==> src/design/scbs_pkg.sv <==
// Package for the strided copy and byte swap core: item structs, register
// indexes, error codes and value size codes. No dependencies.
package scbs_pkg;

  // Configuration register indexes.
  typedef enum logic [2:0] {
    REG_ENCODE_MODE      = 3'd0,
    REG_SWAP_ENABLE      = 3'd1,
    REG_VALUE_BYTES      = 3'd2,
    REG_REPEAT_COUNT     = 3'd3,
    REG_SKIP_COUNT       = 3'd4,
    REG_VALUES_PER_GROUP = 3'd5
  } cfg_reg_e;

  typedef enum logic [1:0] {
    ERR_NONE = 2'd0,
    ERR_SIZE = 2'd1,
    ERR_END  = 2'd2
  } err_e;

  typedef enum logic [1:0] {
    SZ_1 = 2'd0,
    SZ_2 = 2'd1,
    SZ_4 = 2'd2,
    SZ_8 = 2'd3
  } size_e;

  localparam logic FUNC_LOAD    = 1'b0;
  localparam logic FUNC_ELEMENT = 1'b1;

  typedef struct packed {
    logic        func;
    logic [2:0]  table_slot;
    logic [15:0] skip_bytes;
    logic [63:0] value_in;
  } in_item_t;

  typedef struct packed {
    logic [63:0] value_out;
    logic [31:0] src_offset;
    logic [31:0] dst_offset;
    logic        last;
    logic [1:0]  error;
  } out_item_t;

endpackage

==> src/design/scbs_ram.sv <==
// Generic single write port RAM with one registered read port.
// No dependencies.
module scbs_ram #(
  parameter int WIDTH = 16,
  parameter int DEPTH = 8
) (
  input  logic                     clk_i,
  input  logic                     we_i,
  input  logic [$clog2(DEPTH)-1:0] waddr_i,
  input  logic [WIDTH-1:0]         wdata_i,
  input  logic [$clog2(DEPTH)-1:0] raddr_i,
  output logic [WIDTH-1:0]         rdata_o
);

  logic [WIDTH-1:0] mem_q [DEPTH];
  logic [WIDTH-1:0] rdata_q;

  always_ff @(posedge clk_i) begin
    if (we_i) begin
      mem_q[waddr_i] <= wdata_i;
    end
    rdata_q <= mem_q[raddr_i];
  end

  assign rdata_o = rdata_q;

endmodule

==> src/design/scbs_swap.sv <==
// Value path of the copy core: clears bytes above the value size and
// optionally reverses the byte order. Depends on scbs_pkg.
module scbs_swap import scbs_pkg::*; (
  input  logic [63:0] value_i,
  input  size_e       size_i,
  input  logic        swap_i,
  output logic [63:0] value_o
);

  logic [63:0] masked;
  logic [63:0] reversed;

  always_comb begin
    masked   = '0;
    reversed = '0;
    case (size_i)
      SZ_1: begin
        masked   = {56'd0, value_i[7:0]};
        reversed = masked;
      end
      SZ_2: begin
        masked = {48'd0, value_i[15:0]};
        for (int i = 0; i < 2; i++) reversed[8*i +: 8] = value_i[8*(1-i) +: 8];
      end
      SZ_4: begin
        masked = {32'd0, value_i[31:0]};
        for (int i = 0; i < 4; i++) reversed[8*i +: 8] = value_i[8*(3-i) +: 8];
      end
      SZ_8: begin
        masked = value_i;
        for (int i = 0; i < 8; i++) reversed[8*i +: 8] = value_i[8*(7-i) +: 8];
      end
      default: begin
        masked   = '0;
        reversed = '0;
      end
    endcase
    value_o = swap_i ? reversed : masked;
  end

endmodule

==> src/design/strided_copy_byte_swap_core.sv <==
// Strided scatter/gather copy core with optional byte swap: top level.
// A result item is registered in the output stage when its element item is accepted.
// Throughput: one item per cycle while the skid entry is empty; a skid entry takes one
// more item while a result waits, and the input resumes after the receiver takes that result.
// Reset: async, active low; value size one byte, group counter one, control state zero.
// Depends on scbs_pkg, scbs_ram and scbs_swap.
module strided_copy_byte_swap_core import scbs_pkg::*; #(
  parameter int MAX_SKIPS    = 8,
  parameter int OFFSET_WIDTH = 32
) (
  input  logic      clk_i,
  input  logic      rst_ni,
  input  logic      in_valid_i,
  output logic      in_ready_o,
  input  in_item_t  in_item_i,
  output logic      out_valid_o,
  input  logic      out_ready_i,
  output out_item_t out_item_o,
  input  logic      cfg_valid_i,
  output logic      cfg_ready_o,
  input  logic [2:0]  cfg_index_i,
  input  logic [15:0] cfg_data_i
);

  localparam int GIDX_W = $clog2(MAX_SKIPS);
  localparam int GRP_W  = GIDX_W + 1;
  localparam int OW     = OFFSET_WIDTH;

  // Configuration registers.
  logic        encode_mode_q, encode_mode_d;
  logic        swap_enable_q, swap_enable_d;
  logic [7:0]  value_bytes_q, value_bytes_d;
  logic [15:0] repeat_count_q, repeat_count_d;
  logic [3:0]  skip_count_q, skip_count_d;
  logic [15:0] vpg_q, vpg_d;

  // Transfer state.
  logic [15:0]       rep_q, rep_d;
  logic [GIDX_W-1:0] grp_q, grp_d;
  logic [15:0]       vcnt_q, vcnt_d;
  logic [OW-1:0]     enc_pos_q, enc_pos_d;
  logic [OW-1:0]     plain_pos_q, plain_pos_d;
  logic              done_q, done_d;

  // Skip table: entry 0 is kept in its own register since it is needed at the
  // start of every repetition; all entries also live in the RAM, whose registered
  // read is addressed by the next group index. Valid bits stand in for the
  // all-zero reset of the RAM, and a write to the entry being fetched is
  // forwarded.
  logic [15:0]          skip0_q;
  logic [MAX_SKIPS-1:0] tbl_valid_q;
  logic                 rd_valid_q;
  logic                 fwd_hit_q;
  logic [15:0]          fwd_data_q;
  logic [15:0]          ram_rdata;
  logic [15:0]          skip_grp;

  logic              in_acc, cfg_acc, cfg_hit;
  logic              tbl_we;
  logic [GIDX_W-1:0] tbl_waddr;

  // Output stage: main register plus a skid entry.
  out_item_t out_q, skid_q;
  logic      out_valid_q, skid_valid_q;
  out_item_t res;
  logic      res_valid;

  // Element datapath signals.
  size_e         size_code;
  logic          size_bad;
  logic [GRP_W-1:0] groups;
  logic          empty;
  logic          first_of_rep, group_end, rep_end;
  logic [16:0]   vcnt_inc;
  logic [GRP_W-1:0] grp_inc;
  logic [15:0]   rep_inc;
  logic [OW-1:0] enc_at;
  logic [OW-1:0] vb_ext;
  logic [63:0]   value_sw;

  assign cfg_ready_o = 1'b1;
  assign cfg_acc     = cfg_valid_i && cfg_ready_o;
  assign in_ready_o  = !skid_valid_q;
  assign in_acc      = in_valid_i && in_ready_o;

  // Configuration writes. An index beyond the register list changes nothing.
  always_comb begin
    encode_mode_d  = encode_mode_q;
    swap_enable_d  = swap_enable_q;
    value_bytes_d  = value_bytes_q;
    repeat_count_d = repeat_count_q;
    skip_count_d   = skip_count_q;
    vpg_d          = vpg_q;
    cfg_hit        = 1'b0;
    if (cfg_acc) begin
      cfg_hit = 1'b1;
      case (cfg_index_i)
        REG_ENCODE_MODE:      encode_mode_d  = cfg_data_i[0];
        REG_SWAP_ENABLE:      swap_enable_d  = cfg_data_i[0];
        REG_VALUE_BYTES:      value_bytes_d  = cfg_data_i[7:0];
        REG_REPEAT_COUNT:     repeat_count_d = cfg_data_i;
        REG_SKIP_COUNT:       skip_count_d   = cfg_data_i[3:0];
        REG_VALUES_PER_GROUP: vpg_d          = cfg_data_i;
        default:              cfg_hit        = 1'b0;
      endcase
    end
  end

  // Value size decode: only 1, 2, 4 and 8 bytes are supported.
  always_comb begin
    size_bad  = 1'b0;
    size_code = SZ_1;
    case (value_bytes_q)
      8'd1:    size_code = SZ_1;
      8'd2:    size_code = SZ_2;
      8'd4:    size_code = SZ_4;
      8'd8:    size_code = SZ_8;
      default: size_bad  = 1'b1;
    endcase
  end

  scbs_swap u_swap (
    .value_i (in_item_i.value_in),
    .size_i  (size_code),
    .swap_i  (swap_enable_q),
    .value_o (value_sw)
  );

  // A skip count above the table depth behaves as the table depth.
  always_comb begin
    if (32'(skip_count_q) > MAX_SKIPS) begin
      groups = GRP_W'(MAX_SKIPS);
    end else begin
      groups = GRP_W'(skip_count_q);
    end
  end

  assign empty = done_q || (repeat_count_q == 16'd0) || (groups < GRP_W'(2)) ||
                 (vpg_q == 16'd0);

  assign skip_grp = fwd_hit_q ? fwd_data_q : (rd_valid_q ? ram_rdata : 16'd0);

  assign vb_ext       = OW'(value_bytes_q);
  assign first_of_rep = (vcnt_q == 16'd0) && (grp_q == GIDX_W'(1));
  assign vcnt_inc     = {1'b0, vcnt_q} + 17'd1;
  assign group_end    = vcnt_inc >= {1'b0, vpg_q};
  assign grp_inc      = {1'b0, grp_q} + GRP_W'(1);
  assign rep_inc      = rep_q + 16'd1;
  assign rep_end      = grp_inc >= groups;
  assign enc_at       = enc_pos_q + (first_of_rep ? OW'(skip0_q) : OW'(0));

  // Element processing and counter update.
  always_comb begin
    rep_d       = rep_q;
    grp_d       = grp_q;
    vcnt_d      = vcnt_q;
    enc_pos_d   = enc_pos_q;
    plain_pos_d = plain_pos_q;
    done_d      = done_q;
    res         = '0;
    res_valid   = 1'b0;

    if (in_acc && (in_item_i.func == FUNC_ELEMENT)) begin
      res_valid = 1'b1;
      if (size_bad) begin
        res.error = ERR_SIZE;
      end else if (empty) begin
        res.error = ERR_END;
      end else begin
        // The encoded position takes the repetition's leading skip, the value
        // and, at the end of a group, that group's skip in one sum.
        enc_pos_d   = enc_pos_q + (first_of_rep ? OW'(skip0_q) : OW'(0)) + vb_ext +
                      (group_end ? OW'(skip_grp) : OW'(0));
        plain_pos_d = plain_pos_q + vb_ext;
        vcnt_d      = vcnt_inc[15:0];
        if (group_end) begin
          vcnt_d = 16'd0;
          grp_d  = grp_inc[GIDX_W-1:0];
          if (rep_end) begin
            grp_d = GIDX_W'(1);
            rep_d = rep_inc;
            if (rep_inc >= repeat_count_q) begin
              done_d = 1'b1;
            end
          end
        end
        res.value_out = value_sw;
        if (encode_mode_q) begin
          res.src_offset = 32'(plain_pos_q);
          res.dst_offset = 32'(enc_at);
        end else begin
          res.src_offset = 32'(enc_at);
          res.dst_offset = 32'(plain_pos_q);
        end
        res.last  = done_d;
        res.error = ERR_NONE;
      end
    end

    // Any register write restarts the transfer; the table is kept.
    if (cfg_hit) begin
      rep_d       = 16'd0;
      grp_d       = GIDX_W'(1);
      vcnt_d      = 16'd0;
      enc_pos_d   = '0;
      plain_pos_d = '0;
      done_d      = 1'b0;
    end
  end

  // Skip table writes from load items; the slot wraps at the table depth.
  assign tbl_we = in_acc && (in_item_i.func == FUNC_LOAD);

  always_comb begin
    tbl_waddr = '0;
    for (int s = 0; s < 8; s++) begin
      if (in_item_i.table_slot == 3'(s)) begin
        tbl_waddr = GIDX_W'(s % MAX_SKIPS);
      end
    end
  end

  scbs_ram #(
    .WIDTH (16),
    .DEPTH (MAX_SKIPS)
  ) u_skip_ram (
    .clk_i   (clk_i),
    .we_i    (tbl_we),
    .waddr_i (tbl_waddr),
    .wdata_i (in_item_i.skip_bytes),
    .raddr_i (grp_d),
    .rdata_o (ram_rdata)
  );

  always_ff @(posedge clk_i or negedge rst_ni) begin
    if (!rst_ni) begin
      encode_mode_q  <= 1'b0;
      swap_enable_q  <= 1'b0;
      value_bytes_q  <= 8'd1;
      repeat_count_q <= 16'd0;
      skip_count_q   <= 4'd0;
      vpg_q          <= 16'd0;
      rep_q          <= 16'd0;
      grp_q          <= GIDX_W'(1);
      vcnt_q         <= 16'd0;
      enc_pos_q      <= '0;
      plain_pos_q    <= '0;
      done_q         <= 1'b0;
      skip0_q        <= 16'd0;
      tbl_valid_q    <= '0;
      rd_valid_q     <= 1'b0;
      fwd_hit_q      <= 1'b0;
    end else begin
      encode_mode_q  <= encode_mode_d;
      swap_enable_q  <= swap_enable_d;
      value_bytes_q  <= value_bytes_d;
      repeat_count_q <= repeat_count_d;
      skip_count_q   <= skip_count_d;
      vpg_q          <= vpg_d;
      rep_q          <= rep_d;
      grp_q          <= grp_d;
      vcnt_q         <= vcnt_d;
      enc_pos_q      <= enc_pos_d;
      plain_pos_q    <= plain_pos_d;
      done_q         <= done_d;
      if (tbl_we) begin
        tbl_valid_q[tbl_waddr] <= 1'b1;
        if (tbl_waddr == GIDX_W'(0)) begin
          skip0_q <= in_item_i.skip_bytes;
        end
      end
      rd_valid_q <= tbl_valid_q[grp_d];
      fwd_hit_q  <= tbl_we && (tbl_waddr == grp_d);
    end
  end

  always_ff @(posedge clk_i) begin
    fwd_data_q <= in_item_i.skip_bytes;
  end

  // Output stage. While the main register is stalled a new result goes to the
  // skid entry, and input acceptance stops only when the skid entry is full.
  always_ff @(posedge clk_i or negedge rst_ni) begin
    if (!rst_ni) begin
      out_valid_q  <= 1'b0;
      skid_valid_q <= 1'b0;
    end else begin
      if (out_valid_q && !out_ready_i) begin
        if (res_valid) begin
          skid_valid_q <= 1'b1;
        end
      end else if (skid_valid_q) begin
        out_valid_q  <= 1'b1;
        skid_valid_q <= 1'b0;
      end else begin
        out_valid_q <= res_valid;
      end
    end
  end

  always_ff @(posedge clk_i) begin
    if (out_valid_q && !out_ready_i) begin
      if (res_valid) begin
        skid_q <= res;
      end
    end else if (skid_valid_q) begin
      out_q <= skid_q;
    end else begin
      out_q <= res;
    end
  end

  assign out_valid_o = out_valid_q;
  assign out_item_o  = out_q;

endmodule
==> config.mk <==
export PLATFORM = sky130hd
export DESIGN_NAME = strided_copy_byte_swap_core
export DESIGN_NICKNAME = d
export VERILOG_FILES = /design/src/design/scbs_pkg.sv /design/src/design/scbs_ram.sv /design/src/design/scbs_swap.sv /design/src/design/strided_copy_byte_swap_core.sv
export SDC_FILE = /design/constraint.sdc
export NUM_CORES = 1
export LEC_CHECK = 0
export ABC_CLOCK_PERIOD_IN_PS = 14750
export BUFFER_PORTS_ARGS = -buffer_cell sky130_fd_sc_hd__buf_2
export CORE_MARGIN = 3
export CORE_UTILIZATION = 60
export CTS_BUF_LIST = sky130_fd_sc_hd__clkbuf_8 sky130_fd_sc_hd__clkbuf_16
export CTS_CLUSTER_SIZE = 28
export DETAILED_ROUTE_END_ITERATION = 7
export PLACE_DENSITY = 0.87
export SYNTH_ARGS = -nofsm -noshare
export SYNTH_HDL_FRONTEND = slang
export SYNTH_HIERARCHICAL = 1
export SYNTH_SLANG_ARGS = --single-unit
==> constraint.sdc <==
create_clock -name clk_i -period 14.75 [get_ports clk_i]
set_input_delay 2.95 -clock clk_i [delete_from_list [all_inputs] [get_ports clk_i]]
set_output_delay 2.95 -clock clk_i [all_outputs]
set_load 0.03 [all_outputs]
==> impl_metrics.ini, run 1 <==
[sta]
slew_violations = 0
layout_setup_ws_ns = 7.884
fmax_mhz = 145.6
tightest_slew_ns = 1.361
final.period_utilization_pct = 46.55
fin_skew_ns = 0.03610
fin_crit_ns = 6.866
slew_headroom_pct = 8.951
rsz0062_at_grt = false
hold_viol_final = 0
fin_tns_setup_ns = 0
finalSetupViolations = 0

[critical_path]
reg2reg_from = grp_q[0]
worstSetupEndpoint = enc_pos_q[25]
r2r_slack_ns = 7.88
r2r_end = enc_pos_q[25]
end_kind = flip-flop
crit_start = grp_q[0]
path_max_fanout = 16
reg2reg_depth = 26
crit_arrival_ns = 7.38
cp-start-kind = flip-flop
worstSetupPathType = flip-flop to flip-flop
cp.required_ns = 15.26

[route]
drc = 0
via_count = 20602
drt_first_pass_iters = 6
detail-route-antenna-nets = 0
viasPerCell = 6.275
wl_um = 72710
wl_per_cell_um = 22.15
drt_iter0_drc = 2052

[synth]
synth-adder-area-share_pct = 4.534
synth.area.mux_share_pct = 8.988
syn_inst = 2411
synth_area_mm2 = 0.02941
async_reset_ff_share_pct = 29.19
synth.avg_cell_area_um2 = 12.20
synth-edff-count = 390
synth_fp_nets = 2619
ys.flop_type = edfxtp_1
yosys.area_share.simple_pct = 11.27
synth_cell_types = 83
synth-compound-area-share_pct = 11.77
ys_ff_latch = 596
synth_xor_area_share_pct = 3.484
yosysSeqAreaShare_pct = 56.80
synth_top_family_by_area = compound AO/OA/AOI/OAI gates
ys.warnings.count = 6

[die]
die_x_um = 227.4
std_cell_rows = 80
io_pins = 242
coreArea_mm2 = 0.04805
initial_core_util_pct = 61.22
dieArea_mm2 = 0.05172
chipHeight_um = 227.4

[clocking]
cts_root_buffer = clkbuf_16
numCtsBuffers = 58
htree_num_levels = 2
cts_resized = 0
clk_pin_slew_ns = 0.07
worstSkewPairLatency_ns = 0.65
ctsHoldBuffers = 0
cts_tree = built
clock_sinks = 596
max-clock-path-buffers = 3
postCtsSetupBuffers = 0

[placement]
place.port_buffers = 240
hpwl_um = 49110
post-place-ws_ns = 8.138
gp_congestion = 0.9176

[global_routing]
antenna_found_initial = 0
gr-total-overflow = 0
grt_pass1_wl_um = 113200
grt_max_degree = 105
grt_usage_pct = 28.01
grt_pass1_vias = 20509

[cells_and_area]
syn_to_final_growth_pct = 12.72
num-fill-cells = 3234
fin_util_pct = 69.01
drive_gt1_share_pct = 18.52
fin_nets = 2825

[run_status]
status = complete, no violations

[power]
leakagePower_nw = 14.83
total_power_mw = 4.149
irDropWorstVdd_v = 0.0001285
power_density_mw_per_mm2 = 125.1

[hold_path]
hp-class = flip-flop to flip-flop

[flow_run]
cap_violations = 0
-- logic make-up after synthesis --
| family | after synthesis |
|---|---|
| AOI/OAI and AO/OA | 505 |
| xor gates and xnor gates | 117 |
| adders and majority gates | 100 |
| buffers and inverters | 206 |
| DFF | 596 |
| muxes | 201 |
| other | 1 |
| and+or+nand+nor | 685 |
-- synthesized netlist by cell type (29+ instances only) --
library cell	n	area (µm²)
o21ai_0	64	320.3
mux4_1	29	762.0
edfxtp_1	390	11710
dfrtp_1	172	4304
a21oi_1	116	580.6
mux2i_1	89	890.9
xor2_1	62	543.0
nand3_1	35	175.2
xnor2_1	55	481.7
mux2_2	78	878.3
ha_1	89	1114
nor2_1	225	844.6
dfxtp_1	32	640.6
a21o_1	152	1141
a211oi_1	31	232.7
and3_1	33	206.5
clkbuf_1	83	311.6
nand2_1	165	619.3
inv_1	81	304.0
and2_1	90	563.0
-- registers in the layout, indices dropped and copies added (netlist names), 3 cells and up --
name                count
repeat_count_q         16
vpg_q                  16
plain_pos_q            32
u_skip_ram/mem_q      128
value_bytes_q           8
vcnt_q                 16
skid_q                131
u_skip_ram/rdata_o     16
rep_q                  16
enc_pos_q              32
fwd_data_q             16
out_item_o            131
skip0_q                16
tbl_valid_q             8
grp_q                   3
skip_count_q            4
-- worst max-delay path, stage by stage (launching register included) --
cell       delay (ns)
dfstp_2          0.59
ha_1             0.17
nor4b_1          0.26
nand4_1          0.13
nor4_1           0.30
buf_4            0.27
and2_1           0.17
ha_1             0.21
inv_1            0.07
fa_1             0.43
nor2b_1          0.22
o211ai_1         0.11
a21boi_0         0.28
o21bai_1         0.13
nand2_1          0.10
xor2_1           0.27
ha_1             0.29
ha_1             0.37
a2111oi_0        0.48
o21ai_0          0.25
a41oi_1          0.35
a21oi_1          0.20
a31o_2           0.32
o21a_1           0.21
a31oi_1          0.27
nor3_1           0.08
o21a_1           0.22
-- how the worst min path moves through the flow --
stage / to / startpoint / slack, ns / cells after the start
2_1_floorplan: tbl_valid_q[2] / tbl_valid_q[2] / 0.42 / 1
3_3_place_gp: tbl_valid_q[2] / tbl_valid_q[2] / 0.44 / 1
3_5_place_dp: tbl_valid_q[3] / tbl_valid_q[3] / 0.44 / 1
4_1_cts: tbl_valid_q[3] / tbl_valid_q[3] / 0.45 / 1
5_1_grt: tbl_valid_q[5] / tbl_valid_q[5] / 0.48 / 1
6_report: tbl_valid_q[1] / tbl_valid_q[1] / 0.46 / 1
-- metrics by stage --
step	instance area, µm²	hold WS [ns]	instances
global route	33150	0.4778	3282
global placement	31100	0.4383	3172
CTS	33150	0.4528	3282
detailed placement	31100	0.4404	3172
finish	33160	0.4583	3283
floorplan	29410	0.4196	2411
-- area by class of cell --
| cell class | count | area [µm²] | area share (%) |
|---|---|---|---|
| clock inverters | 45 | 506.7 | 1.528 |
| well taps | 615 | 769.5 | 2.321 |
| diodes | 1 | 2.502 | 0.007547 |
| repair buffers | 269 | 1425 | 4.298 |
| flip-flops and latches | 596 | 16720 | 50.42 |
| clock buffers | 65 | 1548 | 4.668 |
| inverters | 83 | 311.5 | 0.9396 |
| multi-input cells | 1609 | 11880 | 35.82 |
-- placed cells by master (no fill, tap or decap), drive strengths merged, types with 7 or more instances in the layout --
| cell type | n |
|---|---|
| a32o | 11 |
| fa | 11 |
| nand3 | 35 |
| a21oi | 117 |
| and3 | 33 |
| a21o | 152 |
| o2bb2ai | 7 |
| mux4 | 34 |
| xor2 | 62 |
| clkinvlp | 7 |
| a22oi | 15 |
| o31ai | 7 |
| or2 | 12 |
| nor3 | 23 |
| dfrtp | 172 |
| o21ai | 67 |
| edfxtp | 390 |
| nand2b | 19 |
| buf | 269 |
| o21a | 12 |
| nor4 | 15 |
| a211oi | 31 |
| mux2i | 89 |
| bufinv | 9 |
| and2 | 90 |
| clkinv | 16 |
| or3 | 8 |
| ha | 89 |
| nand2 | 166 |
| o211a | 20 |
| clkbuf | 65 |
| a31oi | 13 |
| nor2b | 14 |
| xnor2 | 55 |
| inv | 96 |
| nor2 | 225 |
| nand4 | 25 |
| o22ai | 8 |
| dfxtp | 32 |
| mux2 | 78 |
-- power breakdown --
group	internal (mW)	switching (mW)
clock	0.916	0.660
combinational	0.223	0.413
sequential	1.88	0.0586
total	3.02	1.13
-- per-layer routing --
metal,GRT usage (%),wire length [µm]
met4,9.109,2170
met5,0,0
met3,5.326,5602
met1,38.13,29940
met2,46.05,34990
No activity file was read; power rests on OpenSTA's default activity.
==> run 2: changes to the inputs <==
ABC_CLOCK_PERIOD_IN_PS = 5650   (was 14750)
CORE_UTILIZATION = 55   (was 60)
PLACE_DENSITY = 0.84   (was 0.87)
clock period = 5.65 ns   (was 14.75 ns; I/O delays follow)
==> run 2 against run 1 <==
Net effect:
- sequential share of layout area fell by 1.5 points
- cell count rose by 4.6%
- sequential power rose to 2.6 times the previous value
- non-clock buffer count rose by 78
- combinational power rose to 2.9 times the previous value
- count of clock-buffer cells in the layout rose by 1
- power rose to 2.6 times the previous value
- core utilization fell by 4.2 points
- largest power group unchanged
==> impl_metrics.ini, run 2 (synthesis gave the netlist of run 1 again) <==
[hold_path]
hp-class = flip-flop to flip-flop

[run_status]
status = complete, no violations

[sta]
finalSetupViolations = 0
slew_headroom_pct = 12.72
fin_crit_ns = 5.460
layout_setup_ws_ns = 0.1896
slew_violations = 0
final.period_utilization_pct = 96.65
tightest_slew_ns = 1.304
fin_skew_ns = 0.02458
fin_tns_setup_ns = 0
fmax_mhz = 183.1
hold_viol_final = 0

[route]
via_count = 20670
wl_per_cell_um = 21.19
detail-route-antenna-nets = 0
drt_first_pass_iters = 5
wl_um = 72790
drt_iter0_drc = 1910
drc = 0
viasPerCell = 6.017

[clocking]
htree_num_levels = 2
clock_sinks = 596
cts_root_buffer = clkbuf_16
numCtsBuffers = 58
worstSkewPairLatency_ns = 0.62
max-clock-path-buffers = 3
cts_tree = built
ctsHoldBuffers = 0
clk_pin_slew_ns = 0.07

[global_routing]
grt_usage_pct = 25.34
grt_pass1_wl_um = 113800
antenna_found_initial = 2
gr-total-overflow = 0
grt_pass1_vias = 20406
grt_max_degree = 110

[die]
dieArea_mm2 = 0.05629
coreArea_mm2 = 0.05276
std_cell_rows = 84
die_x_um = 237.3
chipHeight_um = 237.3
initial_core_util_pct = 55.75
io_pins = 242

[placement]
place.port_buffers = 240
post-place-ws_ns = -0.4528
hpwl_um = 50360
gp_congestion = 0.9122

[power]
power_density_mw_per_mm2 = 317.1
irDropWorstVdd_v = 0.0002654
total_power_mw = 10.84
leakagePower_nw = 15.30

[critical_path]
cp.required_ns = 6.20
end_kind = flip-flop
worstSetupPathType = flip-flop to flip-flop
cp-start-kind = flip-flop
crit_arrival_ns = 6.01
path_max_fanout = 5

[cells_and_area]
final_common_cell = edfxtp_1
drive_gt1_share_pct = 23.28
layout_common_cells = 390 x edfxtp_1, 239 x buf_2, 214 x nor2_1
syn_to_final_growth_pct = 16.24
fin_nets = 2903

[flow_run]
cap_violations = 0
==> run 2: cell count changes in the layout (fill, tap and decap cells not counted), moves of 5 or more <==
cell and change:
a21oi_1 -7, a21oi_2 +6, buf_4 +75, clkinv_2 +6
clkinvlp_4 -6, ha_1 -11, ha_4 +7, o21ai_0 -8
o21ai_2 +5, xnor2_1 -8, xnor2_2 +8
==> run 2: layout make-up <==
cell class	count	area, µm²
Antenna cell	2	5.005
Clock buffer	66	1573
Clock inverter	44	379.1
Fill cell	3759	18570
Inverter	83	311.5
Multi-Input combinational cell	1609	12320
Sequential cell	596	16720
Tap cell	688	860.8
Timing Repair Buffer	347	2022
==> run 2: critical path, stage by stage, from the launching register on <==
cell      delay, ns
dfrtp_2        0.41
and3_1         0.20
and2_4         0.16
buf_4          0.10
nand4_1        0.14
xnor2_2        0.17
ha_1           0.32
nand4_1        0.14
a311o_1        0.37
a31oi_2        0.25
nor3b_4        0.09
or2_4          0.25
fa_1           0.47
inv_1          0.04
ha_2           0.19
fa_2           0.39
a211oi_4       0.30
o21ai_2        0.10
a41oi_2        0.20
a21oi_2        0.09
a31o_2         0.24
buf_6          0.12
xnor2_2        0.12
or3_1          0.39
a21oi_2        0.13
==> run 2: power by group <==
part           internal [mW]  switching, mW
clock network           2.27           1.65
logic                  0.722           1.14
registers               4.90          0.160
==> run 2: final timing paths <==
path,from,end,slack [ns],cells past startpoint
worst max-delay path,vcnt_q[2],enc_pos_q[17],0.19,24
worst min-delay path,tbl_valid_q[3],tbl_valid_q[3],0.46,1
worst max register to register,vcnt_q[2],enc_pos_q[17],0.19,24
worst min register to register,tbl_valid_q[3],tbl_valid_q[3],0.46,1
max in group asynchronous,rst_ni,enc_pos_q[4],3.85,2
min in group asynchronous,rst_ni,enc_pos_q[24],0.67,1
==> run 2: per-stage QoR <==
| step | hold WS (ns) | cell area, µm² | instances | utilization [%] |
|---|---|---|---|---|
| 2_1_floorplan | 0.4196 | 29460 | 2411 | - |
| 3_5_place_dp | 0.4472 | 31700 | 3310 | 60.08 |
| 5_1_grt | 0.4834 | 34190 | 3435 | 64.81 |
| 6_report | 0.4629 | 34190 | 3435 | 64.81 |
| 4_1_cts | 0.4628 | 33820 | 3427 | 64.11 |
| 3_3_place_gp | 0.4321 | 31700 | 3310 | 60.08 |
==> run 2: per-layer routing <==
layer / GRT usage, % / share of wire, % / vias up
met5: 0 / 0 / -
met4: 7.799 / 3.0 / 0
met3: 4.316 / 7.6 / 135
met2: 41.60 / 48 / 878
met1: 35.00 / 41 / 10234
li1: - / - / 9423
==> run 2: repair_timing <==
| action | in CTS | in global routing |
|---|---|---|
| endpoints found under the setup margin | 19 | 19 |
| setup buffers | 7 | 8 |
| pin swaps | 11 | 41 |
| gates resized for setup | 29 | 63 |
